==> src/sgbf_pkg.sv <==
// Shared types and constants of the sample-granular byte FIFO.
package sgbf_pkg;

    localparam int BYTE_W      = 8;
    localparam int DATA_W      = 64;
    localparam int CNT_W       = 13;
    localparam int SB_W        = 4;
    localparam int CMD_W       = 2;
    localparam int ST_W        = 3;
    localparam int CFG_IDX_W   = 1;
    localparam int CFG_DATA_W  = 13;
    localparam int S_TDATA_W   = 80;
    localparam int M_TDATA_W   = 40;
    localparam int REM_W       = 3;
    localparam int STEP_W      = 4;

    localparam logic [CFG_IDX_W-1:0] CFG_SAMPLE_BYTES = 1'b0;
    localparam logic [CFG_IDX_W-1:0] CFG_CAPACITY     = 1'b1;

    typedef enum logic [CMD_W-1:0] {
        CMD_WRITE = 2'd0,
        CMD_READ  = 2'd1,
        CMD_DRAIN = 2'd2
    } cmd_e_t;

    typedef enum logic [ST_W-1:0] {
        ST_WRITE_OK      = 3'd0,
        ST_WRITE_REFUSED = 3'd1,
        ST_READ_BYTE     = 3'd2,
        ST_READ_NONE     = 3'd3,
        ST_DRAIN_DONE    = 3'd4
    } status_e_t;

    typedef enum logic [1:0] {
        BK_IDLE,
        BK_WRITE,
        BK_READ
    } bk_state_t;

    // Decoded command handed from the front to the back.
    typedef struct packed {
        cmd_e_t              kind;
        logic [DATA_W-1:0]   data;
        logic [CNT_W-1:0]    len;
    } op_t;

    // Effective configuration seen by the back.
    typedef struct packed {
        logic [SB_W-1:0]     sample_bytes;
        logic [CNT_W-1:0]    capacity;
        logic                busy;
    } cfg_t;

    typedef struct packed {
        status_e_t           status;
        logic [BYTE_W-1:0]   read_byte;
        logic [CNT_W-1:0]    count;
        logic                last;
        logic [CNT_W-1:0]    fill_level;
    } res_t;

endpackage

==> src/sgbf_front.sv <==
// Input acceptance: decodes the command word, drops unknown commands, clamps read length.
module sgbf_front #(
    parameter int MAX_READ = 64
) (
    input  logic                               s_tvalid,
    output logic                               s_tready,
    input  logic [sgbf_pkg::S_TDATA_W-1:0]     s_tdata,
    input  logic [sgbf_pkg::CMD_W-1:0]         s_tuser,
    input  logic                               cfg_busy,
    input  logic                               q_full,
    output logic                               push,
    output sgbf_pkg::op_t                      op
);
    import sgbf_pkg::*;

    logic [CNT_W-1:0] len_in;
    logic             known;

    assign len_in   = s_tdata[DATA_W +: CNT_W];
    assign s_tready = !cfg_busy && !q_full;

    always_comb
    begin
        op.kind = cmd_e_t'(s_tuser);
        op.data = s_tdata[DATA_W-1:0];
        op.len  = len_in;
        known   = 1'b1;
        case (s_tuser)
            CMD_WRITE:
            begin
                op.len = '0;
            end
            CMD_READ:
            begin
                if (32'(len_in) > MAX_READ)
                begin
                    op.len = CNT_W'(MAX_READ);
                end
            end
            CMD_DRAIN:
            begin
                op.len = len_in;
            end
            default:
            begin
                known = 1'b0;
            end
        endcase
    end

    assign push = s_tvalid && s_tready && known;

endmodule

==> config.mk <==
export PLATFORM = sky130hd
export DESIGN_NAME = sgbf_front
export DESIGN_NICKNAME = d
export VERILOG_FILES = /design/src/sgbf_pkg.sv /design/src/sgbf_front.sv
export SDC_FILE = /design/constraint.sdc
export NUM_CORES = 1
export LEC_CHECK = 0
export BUFFER_PORTS_ARGS = -buffer_cell sky130_fd_sc_hd__buf_2
export CAP_MARGIN = 20
export CORE_AREA = 3 3 63 65
export DETAILED_ROUTE_END_ITERATION = 10
export DIE_AREA = 0 0 66 68
export GPL_ROUTABILITY_DRIVEN = 1
export PLACE_DENSITY = 0.81
export SETUP_SLACK_MARGIN = 0.15
export SLEW_MARGIN = 40
export SYNTH_ARGS = -nofsm -noshare
export SYNTH_HDL_FRONTEND = slang
export SYNTH_SLANG_ARGS = --single-unit
==> constraint.sdc <==
create_clock -name vclk -period 0.8
set_input_delay 0.04 -clock vclk [all_inputs]
set_output_delay 0.04 -clock vclk [all_outputs]
set_load 0.03 [all_outputs]
Yosys cells after proc, flatten, opt, wreduce, memory -nomap -nowiden
Index checks and enable logic that the tools add are counted.
{ "totals": {"n_memories": 0, "rom_bits": 0, "out_inout_bits": 81, "ramBits": 0, "latchBits": 0, "register_bits": 0} }
{ "classes": {"n_reduce_logical": 7, "n_shift": 0, "magnitude_cmp": 1, "div_mod_pow": 0, "bitwise_logic": 0, "n_addsub": 0, "n_mul": 0, "n_eq_ne": 2, "n_mux": 3} }
{ "op_table": {"columns": ["operator", "count"], "rows": [
  ["one-hot mux 13 bit (2 select lines)", 1],
  ["> comparator 13 x 7 -> 1 bit, second input constant", 1],
  ["2-to-1 mux 13 bit", 1],
  ["logical AND 1 bit", 3],
  ["OR reduction 3 bit", 1],
  ["equality test 2 x 1 -> 1 bit, second input constant", 1],
  ["equality test 2 bit, second input constant", 1],
  ["logical NOT 1 bit", 2],
  ["logical NOT 2 bit", 1],
  ["2-to-1 mux 1 bit", 1]
]} }

Depth between registers and ports, before layout
{ "logic_depth": {"depth_word": 4, "mapped_depth": 3} }

Worst setup path after synthesis
Ideal clock, no wire load.
{ "synth_path": {"path_type": "input to output", "start": "input s_tdata[76] (netlist name)", "end": "output op[0] (netlist name)", "arrival_time_ns": 1.251, "path_buffers": 0, "slack_ns": -0.491, "required_ns": 0.760, "stages": 3, "path_cell_list": "nor4_4 -> a21oi_2 -> nor3b_1"} }
{ "synth_lines": {"columns": ["item", "line_no", "rtl"], "rows": [
  ["from (decl)", "sgbf_front.sv:7", "input logic [sgbf_pkg::S_TDATA_W-1:0] s_tdata,"],
  ["to (decl)", "sgbf_front.sv:12", "output sgbf_pkg::op_t op"]
]} }

==> metrics.txt <==
# TYPE chip_impl_metric gauge
chip_impl_info{name="status",value="complete, but fails checks"} 1
chip_impl_info{name="failed_checks",value="negative setup slack"} 1
chip_impl_metric{name="place.detailed.hpwl",unit="um"} 1460
chip_impl_metric{name="power_density",unit="mW/mm2"} 604
chip_impl_metric{name="detail_route.first_pass.iterations",unit=""} 2
chip_impl_info{name="synth.area.top_cells",value="buf_4 73%, nor3b_1 12%, nor4_4 3.1%"} 1
chip_impl_metric{name="peakVddDrop",unit="mV"} 0.111
chip_impl_metric{name="grt_pass1_vias",unit=""} 520
chip_impl_metric{name="place.port_buffers",unit=""} 35
chip_impl_info{name="critical_path.endpoint_type",value="output port"} 1
chip_impl_metric{name="final_min_period_over_clock_period",unit=""} 1.49
chip_impl_metric{name="first_iter_violations",unit=""} 7
chip_impl_metric{name="io_pins",unit=""} 166
chip_impl_metric{name="finish.utilization",unit=""} 0.256
chip_impl_metric{name="drive_gt1_frac",unit=""} 0.934
chip_impl_metric{name="final_critical_path_setup_slack",unit="ns"} -0.388
chip_impl_metric{name="area_growth_syn_to_layout",unit="%"} 27.1
chip_impl_metric{name="post_layout_instance_count_excluding_filler_cells",unit=""} 122
chip_impl_info{name="min_path_type",value="primary input to output port"} 1
chip_impl_metric{name="synth.distinct_cells",unit=""} 12
chip_impl_metric{name="gpl_congestion",unit=""} 0.706
chip_impl_metric{name="dpl_cell_area",unit="um2"} 669
chip_impl_metric{name="netlist_instances",unit=""} 91
chip_impl_metric{name="synth_seq_area_share",unit=""} 0
chip_impl_metric{name="synth_top_area_share",unit=""} 0.725
chip_impl_metric{name="mappedNetlistArea",unit="um2"} 683
chip_impl_metric{name="clock_buffers",unit=""} 0
chip_impl_metric{name="core_area",unit="mm2"} 0.00339
chip_impl_metric{name="timing.critical_path.required",unit="ns"} 0.76
chip_impl_metric{name="postSynthAreaPerCell",unit="um2"} 7.51
chip_impl_metric{name="critical_path_arrival",unit="ns"} 1.15
chip_impl_metric{name="final_period_minus_worst_setup_slack",unit="ns"} 1.19
chip_impl_metric{name="regArea",unit="um2"} 0
chip_impl_metric{name="flops_and_latches",unit=""} 0
chip_impl_metric{name="max_freq",unit="MHz"} 842
chip_impl_metric{name="power.total",unit="uW"} 525
chip_impl_metric{name="floorplan.die_area",unit="mm2"} 0.00449
chip_impl_metric{name="max_slew.worst_pin.slew",unit="ns"} 0.302
chip_impl_metric{name="vias_per_cell",unit=""} 4.01
chip_impl_metric{name="die_height",unit="um"} 68
chip_impl_metric{name="ant_nets",unit=""} 0
chip_impl_info{name="rsz0062_at_grt",value="true"} 1
chip_impl_metric{name="finalSetupTns",unit="ns"} -3.96
chip_impl_metric{name="max_cap_violations",unit=""} 0
chip_impl_metric{name="routed_wire_length_per_instance",unit="um"} 16.1
chip_impl_metric{name="crit_path_max_fanout",unit=""} 5
chip_impl_metric{name="fin_worst_hold_slack",unit="ns"} 0.0800
chip_impl_info{name="criticalPathCategory",value="primary input to output port"} 1
chip_impl_metric{name="std_cell_rows",unit=""} 21
chip_impl_metric{name="initial_core_util",unit=""} 0.202
chip_impl_metric{name="max_slew_margin",unit=""} 0.797
chip_impl_metric{name="post-place-ws",unit="ns"} -0.414
chip_impl_metric{name="finalMaxSlewViolations",unit=""} 0
chip_impl_metric{name="hold_vio_cnt_final",unit=""} 0
chip_impl_metric{name="routed_wire_length",unit="um"} 1960
chip_impl_metric{name="grt_first_pass_wirelength",unit="um"} 2730
chip_impl_metric{name="count_of_vias_placed_by_the_detailed_router",unit=""} 489
chip_impl_info{name="start_kind",value="primary input"} 1
chip_impl_metric{name="grt_start_max_net_pins",unit=""} 11
chip_impl_metric{name="power_leakage",unit="nW"} 0.370
chip_impl_info{name="yosysTopAreaCell",value="buf_4"} 1
chip_impl_metric{name="fin_area",unit="um2"} 868
chip_impl_metric{name="finalSetupViolations",unit=""} 11
chip_impl_metric{name="die_width",unit="um"} 66
chip_impl_metric{name="postSynthNetCount",unit=""} 176
chip_impl_metric{name="grtUsageTotal",unit=""} 0.0779
chip_impl_info{name="layout.cells.most_common",value="buf_2"} 1
chip_impl_metric{name="antenna_violations_before_repair",unit=""} 0
chip_impl_info{name="final_cell_mix",value="18 x buf_2, 17 x buf_6, 11 x buf_4"} 1
chip_impl_metric{name="number_of_warning_messages_in_the_yosys_log",unit=""} 0
chip_impl_metric{name="num-nets-final",unit=""} 163
chip_impl_metric{name="antennaDiodeCount",unit=""} 0
chip_impl_metric{name="overflow",unit=""} 0
chip_impl_metric{name="count_of_placed_standard_cells_including_taps",unit=""} 118
chip_impl_metric{name="drt_drc_violations_left",unit=""} 0
[cells by family (layout without fill, tap and decap cells)]
| logic type | Yosys count | count (layout) | share of synthesized area |
|---|---|---|---|
| buf+inv | 66 | 51 | 0.725 |
| compound gates | 4 | 4 | 0.0458 |
| simple gates | 21 | 21 | 0.229 |
[layer usage]
metal  part of all wire  GRT usage  wire length [um]
met5                  0          0                 0
met4              0.081     0.0660               159
met3               0.18     0.0525               360
met2               0.53      0.150              1040
met1               0.21     0.0475               404
[Yosys cell counts, drive strengths merged]
library cell  count
nand2b            1
and3              1
and2              2
buf              66
nand2             1
nor2              3
o22a              1
nor3b            11
a21oi             3
nor4              2
[worst max-delay path: stages]
cell	delay [ns]
buf_8	0.10
nor4_4	0.35
a21oi_4	0.14
buf_16	0.17
nor3b_4	0.20
buf_6	0.16
[repair_timing]
item	in CTS	in global routing
hold endpoints to repair	0	0
setup endpoints to repair	12	13
pin swaps	4	5
buffers inserted	3	0
gates cloned	1	0
hold buffers	0	0
gates resized for setup	37	4
[path summary, 6_finish.rpt]
path,start,to,slack [ns],depth (start not counted)
min,s_tdata[10],op[23],0.08,0
max,s_tdata[75],op[1],-0.39,6
[where the power goes]
| part | internal [mW] | switching (mW) |
|---|---|---|
| registers | 0 | 0 |
| clock network | 0 | 0 |
| logic | 0.270 | 0.255 |
[layout make-up]
class,count,area (um2)
tap,46,57.6
multi-input combinational,25,349
fill,351,2520
timing repair buffer,51,462
(Power assumes the default switching activity.)
