`src/sgbf_pkg.sv`:
```
// Shared types and constants of the sample-granular byte FIFO.
package sgbf_pkg;

    localparam int BYTE_W      = 8;
    localparam int DATA_W      = 64;
    localparam int CNT_W       = 13;
    localparam int SB_W        = 4;
    localparam int CMD_W       = 2;
    localparam int ST_W        = 3;
    localparam int CFG_IDX_W   = 1;
    localparam int CFG_DATA_W  = 13;
    localparam int S_TDATA_W   = 80;
    localparam int M_TDATA_W   = 40;
    localparam int REM_W       = 3;
    localparam int STEP_W      = 4;

    localparam logic [CFG_IDX_W-1:0] CFG_SAMPLE_BYTES = 1'b0;
    localparam logic [CFG_IDX_W-1:0] CFG_CAPACITY     = 1'b1;

    typedef enum logic [CMD_W-1:0] {
        CMD_WRITE = 2'd0,
        CMD_READ  = 2'd1,
        CMD_DRAIN = 2'd2
    } cmd_e_t;

    typedef enum logic [ST_W-1:0] {
        ST_WRITE_OK      = 3'd0,
        ST_WRITE_REFUSED = 3'd1,
        ST_READ_BYTE     = 3'd2,
        ST_READ_NONE     = 3'd3,
        ST_DRAIN_DONE    = 3'd4
    } status_e_t;

    typedef enum logic [1:0] {
        BK_IDLE,
        BK_WRITE,
        BK_READ
    } bk_state_t;

    // Decoded command handed from the front to the back.
    typedef struct packed {
        cmd_e_t              kind;
        logic [DATA_W-1:0]   data;
        logic [CNT_W-1:0]    len;
    } op_t;

    // Effective configuration seen by the back.
    typedef struct packed {
        logic [SB_W-1:0]     sample_bytes;
        logic [CNT_W-1:0]    capacity;
        logic                busy;
    } cfg_t;

    typedef struct packed {
        status_e_t           status;
        logic [BYTE_W-1:0]   read_byte;
        logic [CNT_W-1:0]    count;
        logic                last;
        logic [CNT_W-1:0]    fill_level;
    } res_t;

endpackage

```
`src/sgbf_cfg.sv`:
```
// Configuration registers and bit-serial rounding of capacity to whole samples.
module sgbf_cfg #(
    parameter int DEPTH            = 4096,
    parameter int MAX_SAMPLE_BYTES = 8
) (
    input  logic                                clk,
    input  logic                                rst_n,
    input  logic                                cfg_valid,
    output logic                                cfg_ready,
    input  logic [sgbf_pkg::CFG_IDX_W-1:0]      cfg_index,
    input  logic [sgbf_pkg::CFG_DATA_W-1:0]     cfg_data,
    output sgbf_pkg::cfg_t                      cfg_out,
    output logic                                clear
);
    import sgbf_pkg::*;

    logic [SB_W-1:0]   sample_reg, sample_next;
    logic [CNT_W-1:0]  cap_reg, cap_next;
    logic [CNT_W-1:0]  cap_eff_reg, cap_eff_next;
    logic              busy_reg, busy_next;
    logic [STEP_W-1:0] step_reg, step_next;
    logic [REM_W-1:0]  rem_reg, rem_next;

    logic [SB_W-1:0]   s_eff;
    logic [CNT_W-1:0]  c_sat;
    logic [STEP_W-1:0] bit_idx;
    logic [REM_W:0]    rem_sh;
    logic [REM_W:0]    rem_sub;
    logic              wr;

    assign cfg_ready = 1'b1;
    assign wr        = cfg_valid && cfg_ready;
    assign clear     = wr;

    // zero means one byte, oversize saturates
    always_comb
    begin
        if (sample_reg == '0)
        begin
            s_eff = SB_W'(1);
        end
        else if (32'(sample_reg) > MAX_SAMPLE_BYTES)
        begin
            s_eff = SB_W'(MAX_SAMPLE_BYTES);
        end
        else
        begin
            s_eff = sample_reg;
        end
        c_sat = (32'(cap_reg) > DEPTH) ? CNT_W'(DEPTH) : cap_reg;
    end

    // restoring remainder, one capacity bit per cycle, MSB first
    assign bit_idx = STEP_W'(CNT_W - 1) - step_reg;
    assign rem_sh  = {rem_reg, c_sat[bit_idx]};
    assign rem_sub = rem_sh - (REM_W + 1)'(s_eff);

    always_comb
    begin
        sample_next  = sample_reg;
        cap_next     = cap_reg;
        cap_eff_next = cap_eff_reg;
        busy_next    = busy_reg;
        step_next    = step_reg;
        rem_next     = rem_reg;
        if (wr)
        begin
            if (cfg_index == CFG_SAMPLE_BYTES)
            begin
                sample_next = cfg_data[SB_W-1:0];
            end
            else
            begin
                cap_next = cfg_data;
            end
            busy_next = 1'b1;
            step_next = '0;
            rem_next  = '0;
        end
        else if (busy_reg)
        begin
            rem_next  = (rem_sh >= (REM_W + 1)'(s_eff)) ? rem_sub[REM_W-1:0]
                                                         : rem_sh[REM_W-1:0];
            step_next = step_reg + 1'b1;
            if (step_reg == STEP_W'(CNT_W - 1))
            begin
                busy_next    = 1'b0;
                cap_eff_next = c_sat - CNT_W'(rem_next);
            end
        end
    end

    always_ff @(posedge clk or negedge rst_n)
    begin
        if (!rst_n)
        begin
            sample_reg  <= SB_W'(2);
            cap_reg     <= CNT_W'(4096);
            cap_eff_reg <= '0;
            busy_reg    <= 1'b1;
            step_reg    <= '0;
            rem_reg     <= '0;
        end
        else
        begin
            sample_reg  <= sample_next;
            cap_reg     <= cap_next;
            cap_eff_reg <= cap_eff_next;
            busy_reg    <= busy_next;
            step_reg    <= step_next;
            rem_reg     <= rem_next;
        end
    end

    assign cfg_out.sample_bytes = s_eff;
    assign cfg_out.capacity     = cap_eff_reg;
    assign cfg_out.busy         = busy_reg;

endmodule

```
`config.mk`:
```
export PLATFORM = sky130hd
export DESIGN_NAME = sgbf_cfg
export DESIGN_NICKNAME = d
export VERILOG_FILES = /design/src/sgbf_pkg.sv /design/src/sgbf_cfg.sv
export SDC_FILE = /design/constraint.sdc
export NUM_CORES = 1
export LEC_CHECK = 0
export ABC_AREA = 1
export BUFFER_PORTS_ARGS = -buffer_cell sky130_fd_sc_hd__buf_2
export CELL_PAD_IN_SITES_DETAIL_PLACEMENT = 2
export CELL_PAD_IN_SITES_GLOBAL_PLACEMENT = 2
export CORE_UTILIZATION = 33
export CTS_CLUSTER_DIAMETER = 40
export CTS_CLUSTER_SIZE = 28
export DETAILED_ROUTE_END_ITERATION = 8
export PLACE_DENSITY = 0.85
export SLEW_MARGIN = 20
export SYNTH_ARGS = -nofsm -noshare
export SYNTH_HDL_FRONTEND = slang
export SYNTH_SLANG_ARGS = --single-unit
export TNS_END_PERCENT = 5
```
`constraint.sdc`:
```
create_clock -name clk -period 5 [get_ports clk]
set_input_delay 0.25 -clock clk [delete_from_list [all_inputs] [get_ports clk]]
set_output_delay 0.25 -clock clk [all_outputs]
set_load 0.01 [all_outputs]
```
## Word-level counts from Yosys, hierarchy flattened

Cells that the tools add are included.

| storage, ports and cells | value |
|---|---|
| register bits after elaboration | 38 |
| input port bits | 17 |
| output and inout bits | 20 |

| operators by class | value |
|---|---|
| add/sub/neg operators | 4 |
| magnitude comparators | 4 |
| equality and inequality tests | 1 |
| multiplexer cells | 13 |
| bitwise gates (word level) | 2 |
| reductions and logical operators | 5 |

Operators by type and width:

| kind | count |
|---|---|
| 2-to-1 mux 4 bit | 4 |
| > comparator 13 bit, second input constant | 1 |
| 2-to-1 mux 13 bit | 1 |
| subtractor 13 x 3 -> 13 bit | 1 |
| 2-to-1 mux 3 bit | 3 |
| < comparator 4 x 5 -> 1 bit, second input constant | 1 |
| adder 4 x 1 -> 4 bit, second input constant | 1 |
| binary-select mux 1 bit (select 4 bit) | 1 |
| equality test 4 bit, second input constant | 1 |
| >= comparator 4 bit | 1 |
| > comparator 4 bit, second input constant | 1 |
| logical NOT 4 bit | 1 |
| 2-to-1 mux 1 bit | 4 |
| AND reduction 2 bit | 2 |
| subtractor 4 bit, first input constant | 1 |
| AND reduction 3 bit | 1 |
| subtractor 3 bit | 1 |
| NOT 1 bit | 2 |
| nonzero test 2 bit | 1 |

## Depth between registers and ports, before layout

| logic depth | value |
|---|---|
| depth after elaboration | 8 |
| mapped depth | 30 |
| depth with buffers taken out | 29 |

## Worst setup path after synthesis

Ideal clock, no wire load.

| timing path | value |
|---|---|
| path kind | register to register |
| from | register step_reg[0] |
| to | register cap_eff_reg[6] |
| arrival | 3948 ps |
| setup slack | 987 ps |
| cell stages (with the launch flop) | 26 |
| buffers on the path | 1 |
| clock period less this slack | 4013 ps |
| cell sequence | dfrtp_1 > buf_2 > clkinv_1 > ha_1 > inv_1 > a21oi_1 > o21ai_0 > nand4_1 > nand3_1 > nand2_1 > ha_1 > inv_1 > fa_1 > nand2_1 > nand3b_1 > a21oi_2 > inv_1 > or2_1 > o21a_1 > fa_1 > o211ai_1 > inv_1 > nand3_1 > xor2_1 > nand2_1 > nand2_1 |

| on the way | value |
|---|---|
| word-level cells in the longest chain between the ends | 6 |
| elaborated cells on any way between the ends | 9 |
| classes of those cells | add/sub (3); order compare (1); eq/ne (1); mux (3); reduce/logical (1) |

Ends and longest elaborated chain:

| element | line | source |
|---|---|---|
| from (decl) | sgbf_cfg.sv:21 | `logic [STEP_W-1:0] step_reg, step_next;` |
| from (signal assigned) | sgbf_cfg.sv:110 | `step_reg <= step_next;` |
| subtractor 4 bit | sgbf_cfg.sv:54 | `assign bit_idx = STEP_W'(CNT_W - 1) - step_reg;` |
| binary-select mux 1 bit (select 4 bit) | sgbf_cfg.sv:55 | `assign rem_sh = {rem_reg, c_sat[bit_idx]};` |
| 2-to-1 mux 1 bit (implied by the code) | sgbf_cfg.sv:55 |  |
| >= comparator 4 bit / subtractor 3 bit (equally long branches) | sgbf_cfg.sv:82, sgbf_cfg.sv:56 |  |
| 2-to-1 mux 3 bit | sgbf_cfg.sv:82 | `rem_next = (rem_sh >= (REM_W + 1)'(s_eff)) ? rem_sub[REM_W-1:0]` |
| subtractor 13 x 3 -> 13 bit | sgbf_cfg.sv:88 | `cap_eff_next = c_sat - CNT_W'(rem_next);` |
| to (signal assigned) | sgbf_cfg.sv:108 | `cap_eff_reg <= cap_eff_next;` |
| to (decl) | sgbf_cfg.sv:19 | `logic [CNT_W-1:0] cap_eff_reg, cap_eff_next;` |

Parallel ways exist; a longest one is shown, timed or not. The select of a mux whose other input is x is not followed.
A chain may end at the register's enable or synchronous reset.

## Worst setup path after layout

Same ends and word-level chain as after synthesis.

==> results.py <==
metrics = {
    "worst_setup_path": {
        "worst_ep_arrival_time_ns": 4.78,
        "cp_max_fo": 9,
        "crit_path_max_incr_delay_ns": 0.47,
        "critPathSlowestCell": "dfrtp_2",
        "crit_required_ns": 5.24,
        "cp-end-kind": "register",
        "criticalPathCategory": "reg2reg",
        "cp-start-kind": "register",
        "path_cells": "clkinvlp_4, ha_1, inv_1, a21oi_1, o21ai_0, nand4_1, nand3_1, nand2_1, ha_1, inv_1, fa_1, nand2_1, nand3b_1, a21oi_2, inv_1, or2_1, o21a_1, fa_1, o211ai_1, inv_1, nand3_1, xor2_1, nand2_1, nand2_1",
    },
    "layout": {
        "nNetsFinal": 334,
        "utilization_pct": 39.8,
        "syn2layout_area_growth_pct": 14.4,
        "antenna_cells": 0,
        "nFillCells": 764,
        "drive_gt1_share_pct": 23.8,
    },
    "flow_run": {
        "maxCapViolCount": 0,
    },
    "timing": {
        "hold_viol": 0,
        "slew_violations": 0,
        "setup_viol_count_final": 0,
        "worstMarginPinSlew_ns": 0.885,
        "rsz0062_at_grt": "no",
        "fin_crit_sh_pct": 90.9,
        "fin_tns_setup_ns": 0,
        "slew_headroom_pct": 41.0,
        "fin_crit_ns": 4.54,
        "timing.fmax_mhz": 220,
        "skew_ns": 0.00543,
    },
    "clock_network": {
        "clk_latency_ns": 0.30,
        "clkSinkCount": 38,
        "clk_pin_slew_worst_paths_ns": 0.08,
        "cts_root_buffer": "clkbuf_8",
        "tritoncts": "yes",
        "cts_max_level": 2,
        "clockBufferDepth": 2,
        "post_cts_buffers": 0,
        "numCtsBuffers": 5,
    },
    "logic_synthesis": {
        "syn-cell-area_sq_um": 2250,
        "ys_types": 39,
        "ys_top_cells_by_count": "56 x nand2_1, 35 x dfrtp_1, 30 x inv_1",
        "synth_top_cell_area_share_pct": 39.0,
        "ys_ff_latch": 38,
        "netlist_instances": 274,
        "syn_nets": 302,
        "synth_area_leaders": "dfrtp_1 39%, nand2_1 9.3%, ha_1 5.0%, inv_1 5.0%, nand3_1 4.2%",
        "synth-warning-count": 0,
        "ys_async_sr_fraction_pct": 100,
        "yosysMostFrequentCell": "nand2_1",
        "yosysTopAreaCell": "dfrtp_1",
        "synth_edf_count": 0,
        "syn_avg_cell_area_sq_um": 8.21,
        "synth_ff_type": "dfrtp_1",
        "seq_area_frac_synth_pct": 42.5,
    },
    "grt": {
        "grt_max_degree": 39,
        "grt_usage_pct": 19.0,
        "grt_pass1_vias": 2094,
        "grt_first_pass_wirelength_um": 10400,
        "antenna_found_initial": 0,
        "gr-total-overflow": 0,
    },
    "route": {
        "drt_iter0_markers": 59,
        "drt-pass1-iter-count": 6,
        "drc": 4,
        "viasPerCell": 5.05,
        "wl_per_cell_um": 16.4,
        "drt.antenna.violating_nets": 0,
        "wl_um": 6300,
        "route.vias.total": 1940,
    },
    "placement": {
        "place.gp.congestion": 0.857,
        "dp_hpwl_um": 4950,
        "portBuffers": 35,
    },
    "power": {
        "p_leak_nw": 1.31,
        "p_sw_w": 0.000619,
        "swShare_pct": 44.2,
        "seq_power_share_pct": 29.0,
        "powerDensity_nw_per_um2": 544,
        "intPower_w": 0.000781,
        "vdd_ir_drop_max_uv": 173,
        "p_clk_share_pct": 18.8,
        "p_comb_share_pct": 52.2,
    },
    "die": {
        "rows": 29,
        "pin_count": 37,
        "dieWidth_um": 84.5,
        "core_area_sq_um": 6460,
        "die_area_sq_um": 7150,
        "initial_core_util_pct": 34.8,
        "die_y_um": 84.5,
    },
    "status": {
        "violations": "DRC",
        "outcome": "finished with violations",
    },
    "worst_hold_path": {
        "hold_class": "in2async",
    },
}
[cell usage in the layout, fill, tap and decap left out, drive strengths merged, types with 2 or more instances in the layout]
master / netlist / layout
nor2: 25 / 25
a21oi: 11 / 11
ha: 9 / 9
dfstp: 3 / 3
o21ai: 23 / 23
and2: 2 / 2
xor2: 6 / 6
o22ai: 2 / 2
clkbuf: 5 / 5
nand4: 3 / 3
or2: 4 / 4
nor3: 3 / 3
clkinv: 1 / 2
fa: 2 / 2
nand2: 62 / 62
inv: 32 / 32
nand3b: 3 / 3
mux2: 7 / 7
nand3: 21 / 21
a31oi: 4 / 4
buf: 5 / 35
dfrtp: 35 / 35
[timing repair]
item | CTS | global route
endpoints found under the setup margin | 0 | 5
hold buffers | 0 | 0
resized for setup | 0 | 2
[final timing paths]
check | from | to | slack (ns) | cells after the start
hold / removal | rst_n | cap_reg[6] | 0.07 | 1
min in group clk | cfg_data[11] | cap_reg[11] | 0.18 | 2
max in group asynchronous | rst_n | step_reg[0] | 4.32 | 1
setup / recovery | step_reg[0] | cap_eff_reg[6] | 0.46 | 24
setup reg to reg | step_reg[0] | cap_eff_reg[6] | 0.46 | 24
hold reg to reg | cap_eff_reg[12] | cap_eff_reg[12] | 0.49 | 2
[worst max-delay path, delay by kind of cell, from the launching register on]
kind | cells | cell delay (ns)
AOI/OAI and AO/OA | 5 | 0.92
xor gates and xnor gates | 1 | 0.15
and+or+nand+nor | 9 | 1.02
DFF | 1 | 0.47
buffers and inverters | 5 | 0.57
adders and majority gates | 4 | 1.37
[power groups by stage]
stage               clock, W  sequential (W)  combinational [W]
finish              0.000264        0.000406           0.000731
global route        0.000282        0.000414           0.000812
global placement           0        0.000405           0.000679
detailed placement         0        0.000408           0.000719
floorplan                  0        0.000389           0.000545
CTS                 0.000268        0.000403           0.000737
[metal layers]
layer | up-vias | global-route usage, % | wire length (um)
met2 | 38 | 30.6 | 2980
met3 | 8 | 4.92 | 196
met1 | 948 | 25.0 | 3030
li1 | 946 | - | -
met4 | 0 | 5.70 | 82
met5 | - | 0 | 0
[cell families after synthesis]
kind of cell               after synthesis  share of synthesized area, %
and+or+nand+nor                        123                          25.3
AOI/OAI and AO/OA                       44                          10.9
buffers and inverters                   43                          8.24
DFF                                     38                          42.5
adders and majority gates               11                          6.79
xor gates and xnor gates                 7                          2.73
muxes                                    7                          3.51
other                                    1                         0.167
[metrics by stage]
| stage | power, W | hold WS (ns) | cells | instance area, sq um | setup slack [ns] |
|---|---|---|---|---|---|
| final | 0.00140 | 0.0680 | 384 | 2570 | 0.455 |
| after global routing | 0.00151 | 0.118 | 384 | 2570 | 0.0712 |
| after CTS | 0.00141 | 0.108 | 384 | 2570 | 0.264 |
| after detailed placement | 0.00113 | 0.431 | 376 | 2460 | 0.334 |
| after global placement | 0.00108 | 0.409 | 376 | 2460 | 0.606 |
| after floorplan | 0.000934 | -0.0456 | 274 | 2250 | 0.987 |
[layout make-up]
cell class,count,area (sq um),area share [%]
multi-input combinational,193,1110,43.1
tap,77,96.3,3.75
sequential,38,956,37.2
clock buffer,5,68.8,2.68
clock inverter,3,40.0,1.56
inverter,33,128,4.96
timing repair buffer,35,175,6.81
Note: power is estimated with default switching activity, not from simulation.
