==> config.mk <==
export PLATFORM = sky130hd
export DESIGN_NAME = sgbf_queue
export DESIGN_NICKNAME = d
export VERILOG_FILES = /design/src/sgbf_pkg.sv /design/src/sgbf_queue.sv
export SDC_FILE = /design/constraint.sdc
export NUM_CORES = 1
export LEC_CHECK = 0
export BUFFER_PORTS_ARGS = -buffer_cell sky130_fd_sc_hd__buf_4
export CAP_MARGIN = 10
export CORE_MARGIN = 4
export CORE_UTILIZATION = 52
export DETAILED_ROUTE_END_ITERATION = 6
export GPL_TIMING_DRIVEN = 0
export PLACE_DENSITY_LB_ADDON = 0.25
export SYNTH_ARGS = -nofsm -noshare
export SYNTH_HDL_FRONTEND = slang
export SYNTH_SLANG_ARGS = --single-unit
==> constraint.sdc <==
create_clock -name clk -period 5.1 [get_ports clk]
set_input_delay 1.02 -clock clk [delete_from_list [all_inputs] [get_ports clk]]
set_output_delay 1.02 -clock clk [all_outputs]
set_load 0.01 [all_outputs]
==> src/sgbf_pkg.sv <==
// Shared types and constants of the sample-granular byte FIFO.
package sgbf_pkg;

    localparam int BYTE_W      = 8;
    localparam int DATA_W      = 64;
    localparam int CNT_W       = 13;
    localparam int SB_W        = 4;
    localparam int CMD_W       = 2;
    localparam int ST_W        = 3;
    localparam int CFG_IDX_W   = 1;
    localparam int CFG_DATA_W  = 13;
    localparam int S_TDATA_W   = 80;
    localparam int M_TDATA_W   = 40;
    localparam int REM_W       = 3;
    localparam int STEP_W      = 4;

    localparam logic [CFG_IDX_W-1:0] CFG_SAMPLE_BYTES = 1'b0;
    localparam logic [CFG_IDX_W-1:0] CFG_CAPACITY     = 1'b1;

    typedef enum logic [CMD_W-1:0] {
        CMD_WRITE = 2'd0,
        CMD_READ  = 2'd1,
        CMD_DRAIN = 2'd2
    } cmd_e_t;

    typedef enum logic [ST_W-1:0] {
        ST_WRITE_OK      = 3'd0,
        ST_WRITE_REFUSED = 3'd1,
        ST_READ_BYTE     = 3'd2,
        ST_READ_NONE     = 3'd3,
        ST_DRAIN_DONE    = 3'd4
    } status_e_t;

    typedef enum logic [1:0] {
        BK_IDLE,
        BK_WRITE,
        BK_READ
    } bk_state_t;

    // Decoded command handed from the front to the back.
    typedef struct packed {
        cmd_e_t              kind;
        logic [DATA_W-1:0]   data;
        logic [CNT_W-1:0]    len;
    } op_t;

    // Effective configuration seen by the back.
    typedef struct packed {
        logic [SB_W-1:0]     sample_bytes;
        logic [CNT_W-1:0]    capacity;
        logic                busy;
    } cfg_t;

    typedef struct packed {
        status_e_t           status;
        logic [BYTE_W-1:0]   read_byte;
        logic [CNT_W-1:0]    count;
        logic                last;
        logic [CNT_W-1:0]    fill_level;
    } res_t;

endpackage

==> src/sgbf_queue.sv <==
// Two-entry command queue between front and back.
module sgbf_queue (
    input  logic           clk,
    input  logic           rst_n,
    input  logic           push,
    input  sgbf_pkg::op_t  op_in,
    input  logic           pop,
    output logic           q_valid,
    output logic           q_full,
    output sgbf_pkg::op_t  op_out
);
    import sgbf_pkg::*;

    op_t        entry [2];
    logic       wr_ptr_reg, wr_ptr_next;
    logic       rd_ptr_reg, rd_ptr_next;
    logic [1:0] cnt_reg, cnt_next;

    assign q_valid = cnt_reg != 2'd0;
    assign q_full  = cnt_reg == 2'd2;
    assign op_out  = entry[rd_ptr_reg];

    always_comb
    begin
        wr_ptr_next = push ? !wr_ptr_reg : wr_ptr_reg;
        rd_ptr_next = pop ? !rd_ptr_reg : rd_ptr_reg;
        cnt_next    = cnt_reg + {1'b0, push} - {1'b0, pop};
    end

    always_ff @(posedge clk)
    begin
        if (push)
        begin
            entry[wr_ptr_reg] <= op_in;
        end
    end

    always_ff @(posedge clk or negedge rst_n)
    begin
        if (!rst_n)
        begin
            wr_ptr_reg <= 1'b0;
            rd_ptr_reg <= 1'b0;
            cnt_reg    <= '0;
        end
        else
        begin
            wr_ptr_reg <= wr_ptr_next;
            rd_ptr_reg <= rd_ptr_next;
            cnt_reg    <= cnt_next;
        end
    end

endmodule

Word-level counts from Yosys, hierarchy flattened
Memories as Yosys holds them, arrays and structs flattened.
Cells that the tools add are included.
{"block": "word_totals", "mem_count": 1, "output_inout_bits": 81, "ram_bits": 158, "register_bits": 4, "inputBits": 83}
{"block": "op_classes", "addsub": 2, "n_reduce_logical": 3, "eq_ne": 1, "muxes": 2}
{"name": "entry", "depth": 2, "width": 79, "read_ports": 1, "rd_clocked_by_memory_dff": 0, "write_ports": 1, "line_no": "sgbf_queue.sv:14", "rtl": "op_t entry [2];"}
{"op": "$add 2x1->2", "count": 1}
{"op": "$eq 2x2->1 const B", "count": 1}
{"op": "$logic_not 1->1", "count": 2}
{"op": "$mux 1", "count": 2}
{"op": "$reduce_bool 2->1", "count": 1}
{"op": "$sub 2x1->2", "count": 1}

Depth between registers and ports, before layout
Gate-level depths: netlist of run 1.
{"block": "depth", "word_depth": 2, "mapped_depth": 5, "mapped_depth_nobuf": 5}

Worst setup path before layout of run 1
No wires, ideal clock.
{"block": "synth_timing", "path_kind": "input-to-reg", "start": "in push", "end": "mem entry[0][0] (netlist name), enable pin", "required_time_ns": 4.574, "slack_ns": 0.099, "setup_time_ns": 0.526, "stages": 1, "arrival_ns": 4.475, "path_cell_list": "nor2b_1"}
{"block": "synth_via", "elab_chain_cells": 2}
{"item": "start, declared", "line_no": "sgbf_queue.sv:5", "rtl": "input logic push,"}
{"item": "$mux 1", "line_no": "sgbf_queue.sv:32", "rtl": "if (push)"}
{"item": "$mux 1 (not written as such)", "line_no": "sgbf_queue.sv:34", "rtl": "entry[wr_ptr_reg] <= op_in;"}
{"item": "end, declared", "line_no": "sgbf_queue.sv:14"}
Every way passes these cells.

==> impl_metrics.json, run 1 <==
{
  "outcome": "finished clean",
  "power.density_mw_per_mm2": 572,
  "floorplan.rows": 39,
  "die_w_um": 118,
  "fill_cells": 711,
  "place.gp.congestion": 0.696,
  "layout.nets": 531,
  "path_clk_slew_ns": 0.06,
  "routed_wl_mm": 10.5,
  "placed_cells": 570,
  "cts_resized": 0,
  "cts_max_path_buffers": 2,
  "dpl.hpwl_mm": 7.39,
  "p_switching_uw": 1230,
  "synth-seq-area-share": 0.769,
  "synth_area_mm2": 0.00630,
  "synthTopCellsByArea": "edfxtp_1, mux2_4, buf_12",
  "hold_path_class": "in2async",
  "worstSetupPathType": "reg2out",
  "cts_sinks": 162,
  "crit_path_start_kind": "flop",
  "ys_seq_elements": 162,
  "crit_path_end_kind": "output pin",
  "fin_crit_ns": 2.62,
  "arrival_ns": 1.60,
  "start_util": 0.540,
  "rsz0062_at_grt": "no",
  "regArea_mm2": 0.00484,
  "first_pass_iters": 4,
  "port_buffers": 163,
  "final-hold-violation-count": 0,
  "reg2reg_to": "entry[0][72]$_DFFE_PP_",
  "globalRouteOverflowTotal": 0,
  "syn_inst": 261,
  "root_buffer": "clkbuf_16",
  "cts_setup_buffers": 0,
  "synthDistinctLibCells": 12,
  "synth_nets": 346,
  "area_growth_syn_to_layout_pct": 33.1,
  "dieArea_mm2": 0.0139,
  "r2r_start": "wr_ptr_reg$_DFFE_PN0P_",
  "slew_headroom": 0.393,
  "htreeDepth": 4,
  "n_antenna_cell": 0,
  "track_usage": 0.157,
  "r2r_cells": 2,
  "syn_avg_cell_area_um2": 24.1,
  "drive_above_1_share": 0.618,
  "drt-initial-drc-count": 124,
  "wire_per_inst_um": 17.5,
  "pwr-share-comb": 0.354,
  "largest_reg_flops": 158,
  "cts_tree": "done",
  "timing.final.crit_share": 0.514,
  "fmaxAchievable_mhz": 382,
  "core_mm2": 0.0117,
  "sequentialPowerShare": 0.383,
  "clkLatencyLatePin_ns": 0.41,
  "first_global_vias": 3263,
  "cts_buffers": 17,
  "drc": 0,
  "postPlaceCellArea_mm2": 0.00779,
  "grt_pass1_wl_mm": 16.6,
  "synth_top_area_share": 0.753,
  "vias": 2984,
  "stdcell_count": 601,
  "cap_violations": 0,
  "antenna_found_initial": 0,
  "synth_top_area_cell": "edfxtp_1",
  "ctsHoldBuffers": 0,
  "netSwitchingFraction": 0.256,
  "p_clk_frac": 0.263,
  "rrSetupSlack_ns": 3.31,
  "tightest_slew_ns": 0.908,
  "io_pins": 164,
  "finClkSkew_ns": 0.00414,
  "yosysWarningCount": 0,
  "p_leak_uw": 0.00343,
  "slew_viol_final": 0,
  "p_int_uw": 3560,
  "multi_input_area_mm2": 0.00129,
  "viasPerCell": 4.97,
  "grt_max_degree": 48,
  "die_h_um": 118,
  "critPathMaxFanout": 10,
  "required_ns": 4.08,
  "ant_nets": 0,
  "ir_drop_mv": 0.364,
  "design_area_mm2": 0.00838,
  "finalSetupViolCount": 0
}
==> worst max-delay path, cell delays in order, from the launching register on <==
cell	delay, ns
dfrtp_1	0.33
buf_6	0.22
buf_12	0.18
mux2_4	0.30
buf_4	0.15
==> area by class of cell <==
type	instances	share of cell area
sequential	162	0.578
buffer	9	0.0204
multi-input combinational	88	0.154
clock inverter	13	0.0198
clock buffer	18	0.0512
timing repair buffer	166	0.155
inverter	2	0.000895
tap	143	0.0213
==> Yosys cell counts, drive strengths merged <==
cell type	n
and2	1
buf	9
dfrtp	4
edfxtp	158
ha	2
inv	2
mux2	79
nor2b	2
or2	1
xor2	2
xor3	1
==> logic make-up after synthesis <==
logic type | Yosys count | synth area share
AND/OR/NAND/NOR | 4 | 0.00397
buffers and inverters | 11 | 0.0284
adder cells (fa/ha/maj) | 2 | 0.00397
multiplexers | 79 | 0.188
XOR/XNOR | 3 | 0.00655
flip-flops | 162 | 0.769
==> power groups by stage <==
stage	Combinational (µW)	Clock [µW]	Sequential (µW)
floorplan	1080	0	1870
detailed placement	1730	0	1870
global route	1800	1360	1860
CTS	1740	1290	1840
finish	1700	1260	1830
global placement	1670	0	1890
==> placed cells by master, fill, tap and decap left out, drive strengths merged <==
| cell | count |
|---|---|
| clkinvlp | 1 |
| ha | 2 |
| clkbuf | 18 |
| and2 | 1 |
| inv | 3 |
| clkinv | 7 |
| xor3 | 1 |
| bufinv | 4 |
| xor2 | 2 |
| nor2b | 2 |
| edfxtp | 158 |
| dfrtp | 4 |
| or2 | 1 |
| mux2 | 79 |
| buf | 175 |
==> worst max path at each step <==
stage	startpoint	slack (ns)	end
after global placement	push	-1.90	entry[0][25]$_DFFE_PP_
after CTS	rd_ptr_reg$_DFFE_PN0P_	2.44	op_out[49]
after floorplan	push	0.1	entry[0][0]$_DFFE_PP_
after detailed placement	push	2.55	entry[0][9]$_DFFE_PP_
final	rd_ptr_reg$_DFFE_PN0P_	2.48	op_out[56]
after global routing	rd_ptr_reg$_DFFE_PN0P_	2.41	op_out[69]
==> layer usage <==
metal  up-vias  track usage  wire [µm]  share of wire
li1       1407            -          -              -
met1      1466        0.161       3750           0.36
met2        97        0.268       5620           0.53
met3        14       0.0764        915          0.087
met4         0       0.0777        229          0.022
met5         -            0          0              0
==> through the flow <==
stage	hold slack (ns)	setup WS [ns]	setup TNS, ns	util	power (µW)
6_report	0.401	2.48	0	0.719	4790
5_1_grt	0.375	2.41	0	0.719	5020
4_1_cts	0.377	2.44	0	0.719	4870
3_5_place_dp	0.546	2.55	0	0.668	3590
3_3_place_gp	0.469	-1.90	-150.20	0.661	3560
2_1_floorplan	0.455	0.0985	0	-	2940
No activity file was read; power rests on OpenSTA's default activity.
==> run 2, diff against run 1 <==
Settings changed: ABC_AREA set to 1, CORE_UTILIZATION 52 to 47.
Clock period 5.1 ns to 2.2 ns, I/O delays scaled along.
==> impl_metrics.json, run 2 <==
{
  "antenna_found_initial": 0,
  "final_common_cell": "buf_4",
  "p_clk_frac": 0.245,
  "use_met1": 0.199,
  "required_ns": 1.76,
  "synth_area_mm2": 0.00606,
  "io_pins": 164,
  "synthMostInstantiatedCell": "edfxtp_1",
  "synth_top_area_cell": "edfxtp_1",
  "synth_async_sr_flop_share": 0.0247,
  "sequentialPowerShare": 0.413,
  "finalPower_uw": 10300,
  "root_buffer": "clkbuf_16",
  "rsz0062_at_grt": "no",
  "slew_viol_final": 0,
  "ys_seq_elements": 162,
  "vias": 3732,
  "dpl.hpwl_mm": 8.37,
  "die_h_um": 122,
  "syn_inst": 437,
  "wire_per_inst_um": 15.1,
  "p_leak_uw": 0.00344,
  "outcome": "finished clean",
  "track_usage": 0.172,
  "p_switching_uw": 3250,
  "timing.final.crit_share": 0.942,
  "synth_top_family_by_area": "buffers and inverters",
  "core_mm2": 0.0126,
  "path_clk_slew_ns": 0.06,
  "drc": 0,
  "finalSetupViolCount": 0,
  "synth_mux_area_frac": 0,
  "fmaxAchievable_mhz": 482,
  "synth_ff_type": "edfxtp_1",
  "hold_ws_ns": 0.201,
  "grt_use_met3": 0.0696,
  "die_w_um": 122,
  "routed_wl_mm": 12.2,
  "syn_avg_cell_area_um2": 13.9,
  "placed_cells": 776,
  "grt_max_degree": 36,
  "clkLatencyLatePin_ns": 0.42,
  "slew_headroom": 0.522,
  "layout_common_cells": "buf_4, edfxtp_1, nand2_1",
  "netSwitchingFraction": 0.315,
  "synthAdderAreaFrac": 0.00413,
  "power.density_mw_per_mm2": 1270,
  "globalRouteOverflowTotal": 0,
  "fin_crit_ns": 2.07,
  "htreeDepth": 4,
  "area_growth_syn_to_layout_pct": 33.8,
  "arrival_ns": 1.63,
  "top_usage_layer": "met2",
  "place.gp.congestion": 0.727,
  "stdcell_count": 808,
  "cts_buffers": 17,
  "synth-seq-area-share": 0.799,
  "n_antenna_cell": 0,
  "final-hold-violation-count": 0,
  "synthSimpleGateAreaFrac": 0.0553,
  "synth-compound-area-share": 0.0652,
  "port_buffers": 163,
  "synth_edf_count": 158,
  "largest_reg_flops": 158,
  "crit_path_start_kind": "flop",
  "synthTopCellsByArea": "edfxtp_1, o21ai_0, inv_1",
  "ir_drop_mv": 0.971,
  "start_util": 0.480,
  "yosysWarningCount": 0,
  "dieArea_mm2": 0.0148,
  "cts_max_path_buffers": 2,
  "hold_path_class": "in2reg",
  "cts_sinks": 162,
  "first_pass_iters": 4,
  "synth_top_cells_by_count": "edfxtp_1, inv_1, nand2_1, o21ai_0, buf_6",
  "grtUsageMet2": 0.287,
  "crit_path_end_kind": "output pin",
  "floorplan.rows": 41,
  "finClkSkew_ns": 0.00704,
  "p_int_uw": 7070,
  "synth_xor_area_frac": 0.00289,
  "drive_above_1_share": 0.329,
  "grt_pass1_wl_mm": 19.1,
  "cts_tree": "done",
  "layout.nets": 708,
  "drt-initial-drc-count": 181,
  "worstSetupPathType": "reg2out",
  "ant_nets": 0,
  "viasPerCell": 4.62,
  "cap_violations": 0,
  "critPathMaxFanout": 10,
  "pwr-share-comb": 0.342,
  "synth_top_area_share": 0.783,
  "first_global_vias": 3825,
  "synthDistinctLibCells": 13,
  "tightest_slew_ns": 0.715,
  "synth_nets": 522
}
run 2: cell count changes in the layout (fill, tap and decap cells not counted), moves of 6 or more:
cell,previous run,this run
clkbuf_1,1,7
inv_1,2,85
mux2_4,79,0
nand2_1,0,86
o21ai_0,0,76
run 2: worst paths after layout:
kind	slack [ns]	end	startpoint	cells past startpoint
max in group asynchronous	1.74	rd_ptr_reg$_DFFE_PN0P_	rst_n	2
hold reg to reg	0.57	wr_ptr_reg$_DFFE_PN0P_	wr_ptr_reg$_DFFE_PN0P_	1
min in group asynchronous	0.35	cnt_reg[0]$_DFF_PN0_	rst_n	2
setup / recovery	0.13	op_out[30]	rd_ptr_reg$_DFFE_PN0P_	3
setup reg to reg	0.55	entry[0][73]$_DFFE_PP_	wr_ptr_reg$_DFFE_PN0P_	2
hold / removal	0.20	entry[0][70]$_DFFE_PP_	op_in[70]	1
run 2: per-layer routing:
metal / part of all wire / up-vias
met5: 0 / -
met4: 0.017 / 0
li1: - / 1843
met1: 0.39 / 1749
met2: 0.50 / 119
met3: 0.088 / 21
run 2: repair_timing:
| action | 4_1_cts | 5_1_grt |
|---|---|---|
| hold buffers | 1 | 0 |
| endpoints found under the hold margin | 4 | 0 |
| cloned | 0 | 0 |
| endpoints found under the setup margin | 23 | 5 |
| gates resized for setup | 3 | 5 |
| setup buffers | 0 | 0 |
run 2: layout make-up:
cell class	count	area, µm²
flip-flops and latches	162	4850
fillers	956	4510
repair buffers	168	1310
multi-input cells	172	781
clock buffers	22	444
inverters	86	327
well taps	172	215
plain buffers	16	123
clock inverters	10	63.8
run 2: critical path, cell delays in order (launching register included):
cell and delay [ns]:
dfrtp_2 0.47, clkbuf_1 0.23, o21ai_0 0.33, buf_4 0.18
run 2: stage by stage:
step,utilization,setup WS (ns),instance area [µm²],setup TNS (ns)
2_1_floorplan,-,0.132,6070,0
3_3_place_gp,0.595,-0.691,7510,-102.49
3_5_place_dp,0.602,0.378,7590,0
4_1_cts,0.643,0.0683,8120,0
5_1_grt,0.643,0.0241,8110,0
6_report,0.643,0.127,8110,0
run 2: kinds of logic (layout without fill, tap and decap cells):
kind of cell,after synthesis,after routing
AOI/OAI and AO/OA,79,79
buffers and inverters,103,302
and+or+nand+nor,89,89
adders and majority gates,2,2
DFF,162,162
xor gates and xnor gates,2,2
run 2: power groups by stage:
stage | Clock (µW) | Sequential, µW | Combinational (µW)
3_5_place_dp | 0 | 4320 | 3580
6_report | 2530 | 4260 | 3530
3_3_place_gp | 0 | 4340 | 3410
5_1_grt | 2740 | 4310 | 3880
2_1_floorplan | 0 | 4290 | 1700
4_1_cts | 2590 | 4270 | 3610
==> run 3, diff against run 2 <==
Settings changed: CELL_PAD_IN_SITES_DETAIL_PLACEMENT set to 0, CELL_PAD_IN_SITES_GLOBAL_PLACEMENT set to 2, CORE_UTILIZATION 47 to 31, RECOVER_POWER set to 25, REMOVE_ABC_BUFFERS set to 1.
==> impl_metrics.json, run 3 (same netlist as run 2, synthesis figures left out) <==
{
  "outcome": "finished clean",
  "setup_ws_ns": 0.152,
  "n_antenna_cell": 0,
  "highest_layer": "met4",
  "grt_pass1_wl_mm": 20.6,
  "slew_viol_final": 0,
  "cts_tree": "done",
  "p_leak_uw": 0.00347,
  "cap_violations": 0,
  "dieArea_mm2": 0.0219,
  "grt_max_degree": 48,
  "sequentialPowerShare": 0.388,
  "rrSetupSlack_ns": 0.46,
  "first_pass_iters": 4,
  "fin_crit_ns": 2.05,
  "tightest_slew_ns": 0.851,
  "cts_buffers": 17,
  "htreeDepth": 4,
  "place.gp.congestion": 0.663,
  "wire_per_inst_um": 15.0,
  "drc": 0,
  "setup.worst_path.start": "rd_ptr_reg$_DFFE_PN0P_",
  "cp-endpoint": "op_out[9]",
  "first_global_vias": 3871,
  "finClkSkew_ns": 0.00580,
  "rsz0062_at_grt": "no",
  "layout_common_cells": "edfxtp_1, buf_4, nand2_1",
  "wl_met1_mm": 5.79,
  "ant_nets": 0,
  "pre_cts_ws_ns": 0.120,
  "power.density_mw_per_mm2": 1320,
  "regArea_mm2": 0.00485,
  "clkLatencyLatePin_ns": 0.41,
  "p_int_uw": 7650,
  "largest_reg_flops": 158,
  "multi_input_area_um2": 781,
  "crit_path_end_kind": "output pin",
  "fill_cells": 1752,
  "p_clk_frac": 0.290,
  "r2r_cells": 2,
  "reg2reg_to": "entry[0][64]$_DFFE_PP_",
  "hold_path_class": "in2reg",
  "cts_sinks": 162,
  "cts_max_path_buffers": 2,
  "io_pins": 164,
  "path_clk_slew_ns": 0.06,
  "fmaxAchievable_mhz": 488,
  "antenna_found_initial": 0,
  "arrival_ns": 1.61,
  "vias": 3714,
  "design_area_mm2": 0.00831,
  "hold_depth": 1,
  "die_w_um": 148,
  "crit_path_start_kind": "flop",
  "ir_drop_mv": 0.506,
  "routed_wl_mm": 13.3,
  "netSwitchingFraction": 0.305,
  "area_growth_syn_to_layout_pct": 37.1,
  "required_ns": 1.76,
  "viasPerCell": 4.20,
  "critPathMaxFanout": 43,
  "root_buffer": "clkbuf_16",
  "finalSetupViolCount": 0,
  "globalRouteOverflowTotal": 0,
  "pwr-share-comb": 0.321,
  "r2r_start": "wr_ptr_reg$_DFFE_PN0P_",
  "wl_met3_um": 997,
  "slew_headroom": 0.431,
  "drive_above_1_share": 0.320,
  "dpl.hpwl_mm": 8.00,
  "timing.final.crit_share": 0.931,
  "worstSetupPathType": "reg2out",
  "port_buffers": 163,
  "drt-initial-drc-count": 176,
  "core_mm2": 0.0190,
  "start_util": 0.320,
  "wl_met2_mm": 6.23,
  "floorplan.rows": 50,
  "layout.nets": 697,
  "p_switching_uw": 3360,
  "die_h_um": 148,
  "track_usage": 0.123,
  "final_common_cell": "edfxtp_1",
  "final-hold-violation-count": 0,
  "postPlaceCellArea_mm2": 0.00760
}
run 3: cell count changes in the layout (fill, tap and decap cells not counted), sizes merged:
cell / change
buf: -60
clkbuf: +45
clkinvlp: -5
bufinv: +5
inv: +3
clkinv: +1
run 3: timing repair:
item	CTS	global route
hold endpoints to repair	4	0
hold buffers	1	0
gates resized for setup	1	4
pin swaps	0	0
setup buffers	4	0
gates cloned	1	0
setup endpoints to repair	51	9
run 3: worst min path at each step:
stage / from / end
global route: op_in[19] / entry[0][19]$_DFFE_PP_
global placement: rst_n / cnt_reg[0]$_DFF_PN0_
detailed placement: rst_n / cnt_reg[1]$_DFF_PN0_
finish: op_in[31] / entry[1][31]$_DFFE_PP_
floorplan: rst_n / cnt_reg[0]$_DFF_PN0_
CTS: op_in[38] / entry[1][38]$_DFFE_PP_
run 3: critical path, stage by stage (launching register included):
cell and delay, ns:
dfrtp_4 0.56, buf_16 0.21, o21ai_0 0.24, buf_4 0.16
run 3: layout make-up:
type                       count  area share
clock buffer                  18      0.0516
clock inverter                14      0.0253
inverter                      86      0.0391
multi-input combinational    172      0.0939
sequential                   162       0.583
tap                          260      0.0391
timing repair buffer         173       0.167
run 3: routing by layer:
layer / up-vias / global-route usage
met5: - / 0
met4: 0 / 0.0527
met3: 15 / 0.0490
met2: 117 / 0.198
met1: 1759 / 0.148
li1: 1823 / -
run 3: power groups by stage:
stage	sequential, µW	clock (µW)	combinational (µW)
after floorplan	4560	0	1330
after global placement	4560	0	2260
after detailed placement	4490	0	3220
after CTS	4280	3290	3670
after global routing	4330	3430	3930
final	4280	3200	3540
run 3: metrics by stage:
stage	util	cells	hold WS [ns]	power, µW	setup TNS, ns
5_1_grt	0.438	885	0.187	11700	0
3_5_place_dp	0.401	847	0.241	7710	0
2_1_floorplan	-	420	0.144	5890	-275.68
3_3_place_gp	0.395	843	0.239	6810	-677.50
4_1_cts	0.439	885	0.179	11200	0
6_report	0.438	885	0.211	11000	0
